==> config.mk <==
export PLATFORM = sky130hd
export DESIGN_NAME = cube_map_uv_projection
export DESIGN_NICKNAME = d
export VERILOG_FILES = /design/src/rtl/cmuv_pkg.sv /design/src/rtl/cube_map_uv_projection.sv /design/src/rtl/cmuv_front.sv /design/src/rtl/cmuv_cell.sv
export SDC_FILE = /design/constraint.sdc
export NUM_CORES = 2
export LEC_CHECK = 0
export BUFFER_PORTS_ARGS = -buffer_cell sky130_fd_sc_hd__buf_4
export CAP_MARGIN = 0
export CELL_PAD_IN_SITES_DETAIL_PLACEMENT = 0
export CELL_PAD_IN_SITES_GLOBAL_PLACEMENT = 2
export CORE_ASPECT_RATIO = 0.9
export CORE_MARGIN = 3
export CORE_UTILIZATION = 45
export CTS_CLUSTER_SIZE = 12
export DETAILED_ROUTE_END_ITERATION = 6
export GPL_TIMING_DRIVEN = 0
export PLACE_DENSITY_LB_ADDON = 0.05
export SETUP_SLACK_MARGIN = 0.05
export SYNTH_ARGS = -nofsm -noshare
export SYNTH_HDL_FRONTEND = slang
export SYNTH_HIERARCHICAL = 1
export SYNTH_SLANG_ARGS = --single-unit
==> constraint.sdc <==
create_clock -name clk -period 7.4 [get_ports clk]
set_input_delay 1.11 -clock clk [delete_from_list [all_inputs] [get_ports clk]]
set_output_delay 1.11 -clock clk [all_outputs]
set_load 0.03 [all_outputs]
==> src/rtl/cmuv_pkg.sv <==
package cmuv_pkg;

    // Signed input coordinate width and number of fraction bits in u and v.
    localparam int COORD_WIDTH  = 24;
    localparam int UV_FRAC_BITS = 16;

    // The partial remainder holds the numerator uc + max, which reaches 2 * max.
    localparam int REM_WIDTH = COORD_WIDTH + 1;

    // Stream data widths, padded to whole bytes.
    localparam int S_TDATA_WIDTH = ((3 * COORD_WIDTH + 7) / 8) * 8;
    localparam int M_TDATA_WIDTH = ((2 * UV_FRAC_BITS + 7) / 8) * 8;

    // One half and the saturated full-scale code.
    localparam logic [UV_FRAC_BITS-1:0] UV_HALF = UV_FRAC_BITS'(1) << (UV_FRAC_BITS - 1);
    localparam logic [UV_FRAC_BITS-1:0] UV_TOP  = '1;

    // Work carried from cell to cell along the divider chain.
    typedef struct packed {
        logic [COORD_WIDTH-1:0]  mag;
        logic [REM_WIDTH-1:0]    rem_u;
        logic [REM_WIDTH-1:0]    rem_v;
        logic [UV_FRAC_BITS-1:0] quo_u;
        logic [UV_FRAC_BITS-1:0] quo_v;
        logic                    sat_u;
        logic                    sat_v;
        logic                    zero;
    } stage_t;

endpackage

==> src/rtl/cube_map_uv_projection.sv <==
// Channel  Direction  Handshake          Payload
// s_axis   in         s_tvalid/s_tready  s_tdata: pos_x, pos_y, pos_z
// m_axis   out        m_tvalid/m_tready  m_tdata: u_coord, v_coord; m_tuser: zero_vector
//
// One vertex is taken every cycle while no stall at m_tready holds the chain; the front
// register is followed by the divider chain, one quotient bit per cell.
// rst_n clears all valid flags asynchronously; payload registers are not reset.
// Each stage holds while the stage after it is full and stalled; empty stages
// still move, so a stall at m_tready reaches s_tready only once the chain fills.
module cube_map_uv_projection
(
    input  logic                               clk,
    input  logic                               rst_n,
    input  logic                               s_tvalid,
    output logic                               s_tready,
    input  logic [cmuv_pkg::S_TDATA_WIDTH-1:0] s_tdata,  // pos_x, pos_y, pos_z
    output logic                               m_tvalid,
    input  logic                               m_tready,
    output logic [cmuv_pkg::M_TDATA_WIDTH-1:0] m_tdata,  // u_coord, v_coord
    output logic                               m_tuser   // zero_vector
);

    logic [cmuv_pkg::UV_FRAC_BITS:0] vld;
    logic [cmuv_pkg::UV_FRAC_BITS:0] rdy;
    cmuv_pkg::stage_t                dat [cmuv_pkg::UV_FRAC_BITS+1];
    cmuv_pkg::stage_t                last;
    logic [cmuv_pkg::UV_FRAC_BITS-1:0] u_coord;
    logic [cmuv_pkg::UV_FRAC_BITS-1:0] v_coord;

    // Face selection and numerators.
    cmuv_front u_front
    (
        .clk       (clk),
        .rst_n     (rst_n),
        .in_valid  (s_tvalid),
        .in_ready  (s_tready),
        .pos_x     (s_tdata[cmuv_pkg::COORD_WIDTH-1:0]),
        .pos_y     (s_tdata[2*cmuv_pkg::COORD_WIDTH-1:cmuv_pkg::COORD_WIDTH]),
        .pos_z     (s_tdata[3*cmuv_pkg::COORD_WIDTH-1:2*cmuv_pkg::COORD_WIDTH]),
        .out_valid (vld[0]),
        .out_ready (rdy[0]),
        .out_data  (dat[0])
    );

    // Chain of divider cells, one quotient bit each for u and v.
    for (genvar i = 0; i < cmuv_pkg::UV_FRAC_BITS; i++)
    begin : g_cell
        cmuv_cell u_cell
        (
            .clk       (clk),
            .rst_n     (rst_n),
            .in_valid  (vld[i]),
            .in_ready  (rdy[i]),
            .in_data   (dat[i]),
            .out_valid (vld[i+1]),
            .out_ready (rdy[i+1]),
            .out_data  (dat[i+1])
        );
    end

    assign last = dat[cmuv_pkg::UV_FRAC_BITS];

    // Final selection: origin, full-scale saturation, or the quotient.
    always_comb
    begin
        if (last.zero)
        begin
            u_coord = cmuv_pkg::UV_HALF;
            v_coord = cmuv_pkg::UV_HALF;
        end
        else
        begin
            u_coord = last.sat_u ? cmuv_pkg::UV_TOP : last.quo_u;
            v_coord = last.sat_v ? cmuv_pkg::UV_TOP : last.quo_v;
        end
    end

    assign rdy[cmuv_pkg::UV_FRAC_BITS] = m_tready;
    assign m_tvalid = vld[cmuv_pkg::UV_FRAC_BITS];
    assign m_tdata  = cmuv_pkg::M_TDATA_WIDTH'({v_coord, u_coord});
    assign m_tuser  = last.zero;

    // Input backpressure only ever comes from a stalled output.
    a_stall_source: assert property (@(posedge clk) disable iff (!rst_n)
        !s_tready |-> m_tvalid && !m_tready)
        else $error("input stalled without output backpressure");

    // The origin always reads as one half on both axes.
    a_origin_half: assert property (@(posedge clk) disable iff (!rst_n)
        m_tvalid && m_tuser |-> (u_coord == cmuv_pkg::UV_HALF) && (v_coord == cmuv_pkg::UV_HALF))
        else $error("origin result is not one half");

endmodule

==> src/rtl/cmuv_front.sv <==
module cmuv_front
(
    input  logic                                  clk,
    input  logic                                  rst_n,
    input  logic                                  in_valid,
    output logic                                  in_ready,
    input  logic signed [cmuv_pkg::COORD_WIDTH-1:0] pos_x,
    input  logic signed [cmuv_pkg::COORD_WIDTH-1:0] pos_y,
    input  logic signed [cmuv_pkg::COORD_WIDTH-1:0] pos_z,
    output logic                                  out_valid,
    input  logic                                  out_ready,
    output cmuv_pkg::stage_t                      out_data
);

    logic [cmuv_pkg::COORD_WIDTH-1:0]   abs_x;
    logic [cmuv_pkg::COORD_WIDTH-1:0]   abs_y;
    logic [cmuv_pkg::COORD_WIDTH-1:0]   abs_z;
    logic signed [cmuv_pkg::COORD_WIDTH:0] ext_x;
    logic signed [cmuv_pkg::COORD_WIDTH:0] ext_y;
    logic signed [cmuv_pkg::COORD_WIDTH:0] ext_z;
    logic signed [cmuv_pkg::COORD_WIDTH:0] uc;
    logic signed [cmuv_pkg::COORD_WIDTH:0] vc;
    logic signed [cmuv_pkg::COORD_WIDTH+1:0] num_u;
    logic signed [cmuv_pkg::COORD_WIDTH+1:0] num_v;
    logic [cmuv_pkg::COORD_WIDTH-1:0]   max_mag;
    logic                               x_dom;
    logic                               y_dom;
    logic                               z_dom;
    logic                               x_pos;
    logic                               y_pos;
    logic                               z_pos;
    cmuv_pkg::stage_t                   data_next;
    cmuv_pkg::stage_t                   data_reg;
    logic                               valid_reg;

    // Magnitudes; the most negative code maps to its exact unsigned magnitude.
    assign abs_x = pos_x[cmuv_pkg::COORD_WIDTH-1] ? (~pos_x + 1'b1) : pos_x;
    assign abs_y = pos_y[cmuv_pkg::COORD_WIDTH-1] ? (~pos_y + 1'b1) : pos_y;
    assign abs_z = pos_z[cmuv_pkg::COORD_WIDTH-1] ? (~pos_z + 1'b1) : pos_z;

    assign ext_x = {pos_x[cmuv_pkg::COORD_WIDTH-1], pos_x};
    assign ext_y = {pos_y[cmuv_pkg::COORD_WIDTH-1], pos_y};
    assign ext_z = {pos_z[cmuv_pkg::COORD_WIDTH-1], pos_z};

    assign x_dom = (abs_x >= abs_y) && (abs_x >= abs_z);
    assign y_dom = (abs_y >= abs_x) && (abs_y >= abs_z);
    assign z_dom = (abs_z >= abs_x) && (abs_z >= abs_y);

    // Zero counts as negative.
    assign x_pos = !pos_x[cmuv_pkg::COORD_WIDTH-1] && (pos_x != '0);
    assign y_pos = !pos_y[cmuv_pkg::COORD_WIDTH-1] && (pos_y != '0);
    assign z_pos = !pos_z[cmuv_pkg::COORD_WIDTH-1] && (pos_z != '0);

    // Face selection: the Z test comes first and wins ties, then Y, then X.
    always_comb
    begin
        if (z_dom)
        begin
            max_mag = abs_z;
            uc      = z_pos ? ext_x : -ext_x;
            vc      = ext_y;
        end
        else if (y_dom)
        begin
            max_mag = abs_y;
            uc      = ext_x;
            vc      = y_pos ? -ext_z : ext_z;
        end
        else
        begin
            max_mag = abs_x;
            uc      = x_pos ? -ext_z : ext_z;
            vc      = ext_y;
        end
    end

    // Numerators uc + max and vc + max are never negative.
    assign num_u = {uc[cmuv_pkg::COORD_WIDTH], uc} + {2'b00, max_mag};
    assign num_v = {vc[cmuv_pkg::COORD_WIDTH], vc} + {2'b00, max_mag};

    // Payload for the first divider cell.
    always_comb
    begin
        data_next.mag   = max_mag;
        data_next.rem_u = num_u[cmuv_pkg::REM_WIDTH-1:0];
        data_next.rem_v = num_v[cmuv_pkg::REM_WIDTH-1:0];
        data_next.quo_u = '0;
        data_next.quo_v = '0;
        data_next.sat_u = (num_u[cmuv_pkg::REM_WIDTH-1:0] == {max_mag, 1'b0});
        data_next.sat_v = (num_v[cmuv_pkg::REM_WIDTH-1:0] == {max_mag, 1'b0});
        data_next.zero  = (pos_x == '0) && (pos_y == '0) && (pos_z == '0);
    end

    assign in_ready = !valid_reg || out_ready;

    // Pipeline register with stall.
    always_ff @(posedge clk or negedge rst_n)
    begin
        if (!rst_n)
        begin
            valid_reg <= 1'b0;
        end
        else if (in_ready)
        begin
            valid_reg <= in_valid;
        end
    end

    always_ff @(posedge clk)
    begin
        if (in_valid && in_ready)
        begin
            data_reg <= data_next;
        end
    end

    assign out_valid = valid_reg;
    assign out_data  = data_reg;

    // The origin is the only input with a zero dominant magnitude.
    a_zero_mag: assert property (@(posedge clk) disable iff (!rst_n)
        valid_reg |-> (data_reg.zero == (data_reg.mag == '0)))
        else $error("zero flag disagrees with dominant magnitude");

endmodule

==> src/rtl/cmuv_cell.sv <==
module cmuv_cell
(
    input  logic             clk,
    input  logic             rst_n,
    input  logic             in_valid,
    output logic             in_ready,
    input  cmuv_pkg::stage_t in_data,
    output logic             out_valid,
    input  logic             out_ready,
    output cmuv_pkg::stage_t out_data
);

    logic [cmuv_pkg::REM_WIDTH:0]   diff_u;
    logic [cmuv_pkg::REM_WIDTH:0]   diff_v;
    logic                           bit_u;
    logic                           bit_v;
    logic [cmuv_pkg::REM_WIDTH-1:0] keep_u;
    logic [cmuv_pkg::REM_WIDTH-1:0] keep_v;
    cmuv_pkg::stage_t               data_next;
    cmuv_pkg::stage_t               data_reg;
    logic                           valid_reg;

    // One restoring step per lane: trial subtract of the dominant magnitude.
    assign diff_u = {1'b0, in_data.rem_u} - {2'b00, in_data.mag};
    assign diff_v = {1'b0, in_data.rem_v} - {2'b00, in_data.mag};
    assign bit_u  = !diff_u[cmuv_pkg::REM_WIDTH];
    assign bit_v  = !diff_v[cmuv_pkg::REM_WIDTH];
    assign keep_u = bit_u ? diff_u[cmuv_pkg::REM_WIDTH-1:0] : in_data.rem_u;
    assign keep_v = bit_v ? diff_v[cmuv_pkg::REM_WIDTH-1:0] : in_data.rem_v;

    // The kept remainder is at most the magnitude, so doubling it fits.
    always_comb
    begin
        data_next       = in_data;
        data_next.rem_u = {keep_u[cmuv_pkg::COORD_WIDTH-1:0], 1'b0};
        data_next.rem_v = {keep_v[cmuv_pkg::COORD_WIDTH-1:0], 1'b0};
        data_next.quo_u = {in_data.quo_u[cmuv_pkg::UV_FRAC_BITS-2:0], bit_u};
        data_next.quo_v = {in_data.quo_v[cmuv_pkg::UV_FRAC_BITS-2:0], bit_v};
    end

    assign in_ready = !valid_reg || out_ready;

    // Pipeline register with stall.
    always_ff @(posedge clk or negedge rst_n)
    begin
        if (!rst_n)
        begin
            valid_reg <= 1'b0;
        end
        else if (in_ready)
        begin
            valid_reg <= in_valid;
        end
    end

    always_ff @(posedge clk)
    begin
        if (in_valid && in_ready)
        begin
            data_reg <= data_next;
        end
    end

    assign out_valid = valid_reg;
    assign out_data  = data_reg;

    // A stalled cell keeps its work.
    a_cell_hold: assert property (@(posedge clk) disable iff (!rst_n)
        valid_reg && !out_ready |=> valid_reg && $stable(data_reg))
        else $error("divider cell lost stalled work");

endmodule

==> key figures <==
Drt
  • Final wirelength: 318000 um
  • Post-route antenna net violation count: 0
  • First-pass iteration count of the detailed router: 6
  • WL met3: 23100 um
  • Via count: 76500
  • Max Used Layer: met4
  • # DRC: 0
  • WL per Instance: 24.2 um
  • Vias per cell: 5.83
  • Met2 WL: 132000 um
  • Initial drt markers: 7381
  • WL met1: 157000 um

Pwr
  • Sw Share: 44.0%
  • Combinational share of power: 58.0%
  • P_int: 33.5 mW
  • Power per cell area: 521 nW/um^2
  • Switch Pwr: 26.4 mW
  • Power share of the clock group: 13.6%
  • Worst vdd ir: 0.324 mV
  • Seq pwr share: 28.3%
  • Total power: 59.9 mW
  • Leak: 46.6 nW

CTS
  • Clk slew on worst S/H paths: 0.06 ns
  • CTS Hold Bufs: 0
  • Clock sink total: 1494
  • Root Driver: clkbuf_16
  • CTS tree: yes
  • Clk Latency, worst-skew pair: 0.84 ns
  • Total CTS buffers: 166
  • CTS H-Tree Depth: 4
  • Clock Tree Buf Depth: 3

STA
  • # setup viols final: 8
  • Fin crit share: 116%
  • Fmax: 116 MHz
  • Tightest Pin Transition: 1.53 ns
  • Worst rel slew slack: -2.35%
  • RSZ-0062 raised after global routing: yes
  • Tmin final: 8.61 ns
  • Worst Hold Slack: 0.149 ns
  • Setup Skew: 0.0477 ns
  • Final Hold Viols: 0
  • Final Worst Setup Slack: -1.21 ns
  • Slew Viols, Final: 13

Hold path
  • Worst Hold Class: primary input to async pin

Setup path
  • CP required: 7.95 ns
  • Buf/Inv on CP: 6
  • Critical path class: primary input to flop
  • CP max stage delay: 0.52 ns
  • Worst Path Max Fanout: 6
  • CP max stage cell: nor4b_4
  • Crit end category: flop
  • Worst Path Arrival: 9.16 ns
  • Startpoint types: primary input
  • CP top delay family: simple AND/OR/NAND/NOR gates

Logic synthesis
  • Synth Warn #: 6
  • Syn Inst Count: 9596
  • Syn_area_per_cell: 10.6 sq um
  • Synth Cell Area: 102000 sq um

Global route
  • Total grt overflow: 0
  • Vias in the first global route: 71300
  • Total track usage: 26.6%
  • Largest net degree at the start of global routing: 76
  • Initial antenna violation count: 11
  • First-pass GRT wire length: 465000 um

Floorplan
  • Die Ht: 457 um
  • Initial core utilization: 45.5%
  • Core area: 223000 sq um
  • Die area: 232000 sq um
  • Die W: 507 um
  • I/O Pins: 111
  • Row cnt: 164

Run
  • Max Cap Viol: 2

Outcome
  • Status: finished, violations left
  • Failing checks: capacitance limit, slew limit, setup timing

Placement
  • Routability cong.: 0.956
  • Dpl cell area: 107000 sq um
  • I/O Buffers: 89
  • Hpwl dp: 254000 um
  • Place WS: -4.93 ns

Cells and area
  • Post-route cell area: 115000 sq um
  • Synth-to-Final Area Change: 13.3%
  • Final net count: 11000
  • Fill cells: 20200
  • Fraction of layout cells with a size suffix above 1: 13.4%
## power groups by stage
stage	Combinational [mW]	Clock, mW	Sequential [mW]
2_1_floorplan	24.4	0	15.7
3_3_place_gp	32.5	0	17.4
6_report	34.8	8.18	17.0
5_1_grt	37.9	8.80	17.3
4_1_cts	34.0	8.45	17.1
3_5_place_dp	32.8	0	17.2
## final cells by class
type | instances | area [sq um] | area share (%)
Antenna cell | 13 | 32.5 | 0.0283
Buffer | 275 | 1930 | 1.67
Clock buffer | 212 | 4340 | 3.77
Clock inverter | 76 | 1010 | 0.878
Inverter | 693 | 2620 | 2.28
Multi-Input combinational cell | 7149 | 54500 | 47.3
Sequential cell | 1494 | 44800 | 38.9
Tap cell | 2988 | 3740 | 3.25
Timing Repair Buffer | 232 | 2170 | 1.89
## flip-flops by register name, indices dropped and copies added (netlist names)
| signal | flops |
|---|---|
| u_front/out_valid | 1 |
| g_cell.u_cell/out_data | 1400 |
| u_front/out_data | 77 |
| g_cell.u_cell/out_valid | 16 |
## metal layers
metal | GRT usage, % | vias up
li1 | - | 36600
met1 | 41.2 | 37300
met2 | 38.2 | 2337
met3 | 5.00 | 300
met4 | 5.47 | 0
met5 | 0 | -
## placed cells by master, fill, tap and decap left out, drive strengths merged, types with 35 or more instances in the layout
master   instances
o21a           189
nand4           55
nand3          135
mux2i           62
xnor2          455
and3           133
a211oi         135
clkinv          50
nor3           160
a21oi          666
ha             887
o2111ai         62
buf            390
mux2           308
nand2          757
edfxtp        1477
o21ai          641
nor2b          102
clkbuf         329
xor2           248
o21bai          66
nor2           542
a21o           356
a31o            48
a31oi           73
a311oi          39
and2            52
o31ai          114
inv            695
nand2b         146
o211ai          83
or3             49
a2111oi         35
## timing repair
item | 4_1_cts | 5_1_grt
pin swaps | 83 | 60
setup buffers | 83 | 48
setup endpoints to repair | 48 | 22
gates cloned | 0 | 0
resized for setup | 289 | 80
## per-stage QoR
step | util [%] | instances | setup TNS, ns
finish | 51.6 | 13100 | -4.15
global route | 51.6 | 13100 | -4.68
global placement | 47.7 | 12700 | -108.45
detailed placement | 47.9 | 12700 | -106.27
CTS | 51.2 | 13100 | -3.32
floorplan | - | 9611 | -3.14
## final timing paths
| kind | depth (start not counted) | start | endpoint | slack (ns) |
|---|---|---|---|---|
| setup reg to reg | 11 | g_cell[5].u_cell/out_data[86] | g_cell[6].u_cell/out_data[19] | 3.13 |
| setup / recovery | 40 | s_tdata[50] | u_front/out_data[2] | -1.21 |
| hold / removal | 1 | rst_n | g_cell[14].u_cell/out_valid | 0.15 |
| max in group asynchronous | 1 | rst_n | g_cell[2].u_cell/out_valid | 7.05 |
| min in group clk | 0 | g_cell[5].u_cell/out_data[4] | g_cell[6].u_cell/out_data[5] | 0.40 |
| hold reg to reg | 0 | g_cell[5].u_cell/out_data[4] | g_cell[6].u_cell/out_data[5] | 0.40 |
(Power assumes the default switching activity.)
